[config.mk]
export PLATFORM = sky130hd
export DESIGN_NAME = lbm_front
export DESIGN_NICKNAME = d
export VERILOG_FILES = /design/src/hdl/lbm_pkg.sv /design/src/hdl/lbm_front.sv
export SDC_FILE = /design/constraint.sdc
export NUM_CORES = 1
export LEC_CHECK = 0
export ABC_AREA = 1
export BUFFER_PORTS_ARGS = -buffer_cell sky130_fd_sc_hd__buf_2
export CAP_MARGIN = 15
export CORE_ASPECT_RATIO = 1.1
export CORE_MARGIN = 2
export CORE_UTILIZATION = 57
export CTS_CLUSTER_DIAMETER = 150
export DETAILED_ROUTE_END_ITERATION = 7
export MAX_ROUTING_LAYER = met4
export PLACE_DENSITY = 0.95
export RECOVER_POWER = 25
export SLEW_MARGIN = 30
export SYNTH_ARGS = -nofsm -noshare
export SYNTH_HDL_FRONTEND = slang
export SYNTH_SLANG_ARGS = --single-unit
[constraint.sdc]
create_clock -name i_clk -period 13.8 [get_ports i_clk]
set_input_delay 0.69 -clock i_clk [delete_from_list [all_inputs] [get_ports i_clk]]
set_output_delay 0.69 -clock i_clk [all_outputs]
set_load 0.005 [all_outputs]
[src/hdl/lbm_pkg.sv]
`default_nettype none
package lbm_pkg;

    localparam int NUM_SYMBOLS_DEF = 4;
    localparam int SIDE_DEPTH_DEF  = 16;

    // command codes
    localparam logic [1:0] CMD_ADD   = 2'd0;
    localparam logic [1:0] CMD_AMEND = 2'd1;
    localparam logic [1:0] CMD_PULL  = 2'd2;
    localparam logic [1:0] CMD_QUERY = 2'd3;

    // result kinds
    localparam logic [1:0] KIND_FILL   = 2'd0;
    localparam logic [1:0] KIND_STATUS = 2'd1;
    localparam logic [1:0] KIND_TOP    = 2'd2;

    // one resting order
    typedef struct packed {
        logic [31:0] id;
        logic [31:0] price;
        logic [31:0] vol;
    } t_entry;

    // classified request handed from the front to the engine
    typedef struct packed {
        logic [1:0]  cmd;
        logic [31:0] id;
        logic [31:0] price;
        logic [31:0] qty;
        logic [2:0]  own;     // {symbol, side}
        logic        reject;  // fails the up-front checks of its command
    } t_cmd;

endpackage
`default_nettype wire

[src/hdl/lbm_front.sv]
`default_nettype none
module lbm_front #(
    parameter int NUM_SYMBOLS = lbm_pkg::NUM_SYMBOLS_DEF
) (
    input  wire logic          i_clk,
    input  wire logic          i_rst_n,
    input  wire logic          i_s_tvalid,
    output logic               o_s_tready,
    input  wire logic [103:0]  i_s_tdata,  // id, symbol index, side, limit price, quantity
    input  wire logic [1:0]    i_s_tuser,  // command
    output logic               o_cmd_valid,
    output lbm_pkg::t_cmd      o_cmd,
    input  wire logic          i_cmd_ready
);

    logic [31:0]   w_id;
    logic [1:0]    w_sym;
    logic          w_side;
    logic [31:0]   w_price;
    logic [31:0]   w_qty;
    logic          w_sym_bad;
    lbm_pkg::t_cmd w_cls;

    lbm_pkg::t_cmd r_q [2];
    logic          r_wp;
    logic          r_rp;
    logic [1:0]    r_n;
    logic          w_push;
    logic          w_pop;

    assign w_id    = i_s_tdata[31:0];
    assign w_sym   = i_s_tdata[33:32];
    assign w_side  = i_s_tdata[34];
    assign w_price = i_s_tdata[66:35];
    assign w_qty   = i_s_tdata[98:67];

    assign w_sym_bad = (32'(w_sym) >= 32'(NUM_SYMBOLS));

    // classify the request
    always_comb begin
        w_cls.cmd   = i_s_tuser;
        w_cls.id    = w_id;
        w_cls.price = w_price;
        w_cls.qty   = w_qty;
        w_cls.own   = {w_sym, w_side};
        unique case (i_s_tuser)
            lbm_pkg::CMD_ADD: begin
                w_cls.reject = (w_id == '0) || (w_price == '0) || (w_qty == '0) || w_sym_bad;
            end
            lbm_pkg::CMD_AMEND: begin
                w_cls.reject = (w_price == '0) || (w_qty == '0);
            end
            lbm_pkg::CMD_PULL: begin
                w_cls.reject = 1'b0;
            end
            default: begin
                w_cls.reject = w_sym_bad;
            end
        endcase
    end

    // two-entry request queue
    assign o_s_tready  = (r_n != 2'd2);
    assign w_push      = i_s_tvalid && o_s_tready;
    assign o_cmd_valid = (r_n != 2'd0);
    assign w_pop       = o_cmd_valid && i_cmd_ready;
    assign o_cmd       = r_q[r_rp];

    always_ff @(posedge i_clk) begin
        if (!i_rst_n) begin
            r_wp <= 1'b0;
            r_rp <= 1'b0;
            r_n  <= 2'd0;
        end else begin
            if (w_push) begin
                r_wp <= ~r_wp;
            end
            if (w_pop) begin
                r_rp <= ~r_rp;
            end
            r_n <= r_n + 2'(w_push) - 2'(w_pop);
        end
    end

    always_ff @(posedge i_clk) begin
        if (w_push) begin
            r_q[r_wp] <= w_cls;
        end
    end

endmodule
`default_nettype wire

==> flow_summary.ini <==
[cts]
clkLatencyLatePin_ns = 0.47
cts_resized = 0
cts.path.max_buffers = 3
post-cts-setup-buffer-count = 0
cts.sinks = 209
cts-root-buf = clkbuf_16
cts-htree-levels = 1
cts_tree = yes
numCtsBuffers = 20
hold_buffers = 0
clk_pin_slew_ns = 0.06

[detailed_routing]
wirelength_mm = 15.83
drt_iter0_drc = 330
vias = 4534
drcViolationCount = 0
postRouteAntennaNets = 0
wl_per_cell_um = 18.23
viasPerCell = 5.224
first_pass_iters = 6

[critical_path]
cp-endpoint = o_cmd[2]
crit_path_start_kind = register
worst_path_max_delay_cell = dfxtp_4
path_cells = buf_4, buf_16, mux2_2, buf_2
rr_endpoint = r_q[0][59]
critPathRequiredTime_ns = 13.11
ff2ff_path_depth = 5
arrival_ns = 2.70
critical_path_class = register to output pin
critPathMaxStageDelay_ns = 0.87
cp_max_fo = 47
reg2reg_slack_ns = 11.97
reg2reg_from = r_n[0]
cp-end-kind = output pin

[worst_hold_path]
min_path_type = primary input to register
holdPathStages = 1

[final_layout]
fin_area_um2 = 10040
postLayoutCoreUtil = 0.7036
syn2layout_area_growth_pct = 21.68
diodes = 0
nets = 774
layout-drive-gt1-share = 0.4142

[die]
core-area_um2 = 14270
start_util = 0.5783
io_pins = 214
std_cell_rows = 46
die_h_um = 130.2
die_area_um2 = 15460
die_w_um = 118.7

[timing]
timing.setup.tns_ns = 0
finalCritPeriodShare = 0.2454
finalHoldViolCount = 0
finalSetupViolations = 0
grt_setup_unrepaired = no
slew_violations = 0
relSlewSlack = 0.4588
clock_skew_ns = 0.004570
fmax_ghz = 0.2953
period_minus_slack_ns = 3.387
worst_pin_slew_ns = 0.8117

[global_routing]
grt_pass1_wl_mm = 23.49
grt_start_max_net_pins = 57
grt_usage = 0.2020
grt_antenna_before_repair = 0
grt-ovfl-total = 0
grt_pass1_vias = 4694

[job]
drv_cap = 0

[synthesis]
synth.cell_area_um2 = 8254
synthTopCellsByCount = 204 x edfxtp_1, 80 x mux2_4, 63 x nor2_1
yosys.area.top_type = edfxtp_1
syn_nets = 549
synth.area.top_cells = edfxtp_1 74%, mux2_4 15%, mux2_2 3.0%
synth_cells = 437
ys.flop_type = edfxtp_1
yosys_warnings = 0
avgSynthCellArea_um2 = 18.89
synth-edff-count = 204
synth_cell_types = 18
async_flop_share = 0
synth_most_common_cell = edfxtp_1
seq_area_frac_synth = 0.7543
yosysTopAreaCellShare = 0.7422
ys_seq_elements = 209

[power]
vdd_ir_drop_max_mv = 0.1206
power_density_nw_per_um2 = 175.7
leakagePower_nw = 3.776

[status]
outcome = completed

[place]
io_buffers = 208
dpl-instance-area_um2 = 9484
gp_congestion = 0.7784
dp_hpwl_mm = 10.66
per-layer routing:
layer,vias to the layer above,global-route usage,part of all wire
met3,31,0.04065,0.062
met5,-,-,0
met2,184,0.3651,0.54
li1,2095,-,-
met4,0,0.06863,0.023
met1,2224,0.2251,0.37
metrics by stage:
step	cells	power (W)	worst slack (ns)	hold slack [ns]
after CTS	867	0.001780	10.21	0.3875
final	868	0.001765	10.41	0.4074
after detailed placement	831	0.001271	10.73	0.4779
after global placement	831	0.001246	10.78	0.4334
after floorplan	437	0.001125	8.190	0.4255
after global routing	868	0.001836	10.30	0.3863
cell type report:
cell class / instances / area (um2)
Tap cell: 192 / 240.2
Clock buffer: 26 / 544.3
Fill cell: 953 / 4230
Multi-Input combinational cell: 211 / 1913
Timing Repair Buffer: 214 / 1026
Sequential cell: 209 / 6230
Clock inverter: 10 / 67.56
Inverter: 6 / 22.52
worst max-delay path: cells and delay by family, from the launching register on:
kind / cells / cell delay [ns]
multiplexers: 1 / 0.38
flip-flops: 1 / 0.87
buffers and inverters: 3 / 0.89
report_power, final:
group / total [W] / switching, W / internal [W]
Sequential: 0.000855 / 0.0000456 / 0.000810
Combinational: 0.000403 / 0.000184 / 0.000219
Clock: 0.000507 / 0.000211 / 0.000296
Total: 0.00176 / 0.000440 / 0.00132
state kept, by name, indices dropped and copies added, names as in the netlist, named ones only:
signal  cells
r_q       204
r_n         2
r_rp        1
r_wp        1
cell families after synthesis:
kind of cell             after synthesis  share of synthesized area
AND/OR/NAND/NOR                       98                    0.04548
buffers and inverters                 17                    0.01577
adder cells (fa/ha/maj)                2                   0.003031
multiplexers                         102                     0.1755
XOR/XNOR                               1                   0.001061
flip-flops                           209                     0.7543
AO/OA/AOI/OAI                          8                   0.004850
worst min path at each step:
stage,start,endpoint,slack (ns)
CTS,i_s_tdata[32],r_q[0][2],0.39
global placement,r_rp,register,0.43
global route,i_s_tdata[32],r_q[0][2],0.39
finish,i_s_tdata[32],r_q[0][2],0.41
floorplan,r_rp,register,0.43
detailed placement,r_rp,register,0.48
cell usage in the layout (no fill, tap or decap), types with 5 or more instances in the layout:
cell type,netlist,layout
inv_1,6,6
clkbuf_16,0,21
nand2_1,31,31
clkbuf_1,0,69
nor2_1,63,61
buf_2,2,144
buf_4,1,5
mux2_4,80,80
a21oi_1,5,5
mux2_2,22,22
edfxtp_1,204,204
clkinv_1,0,6
No activity file was read; power rests on OpenSTA's default activity.
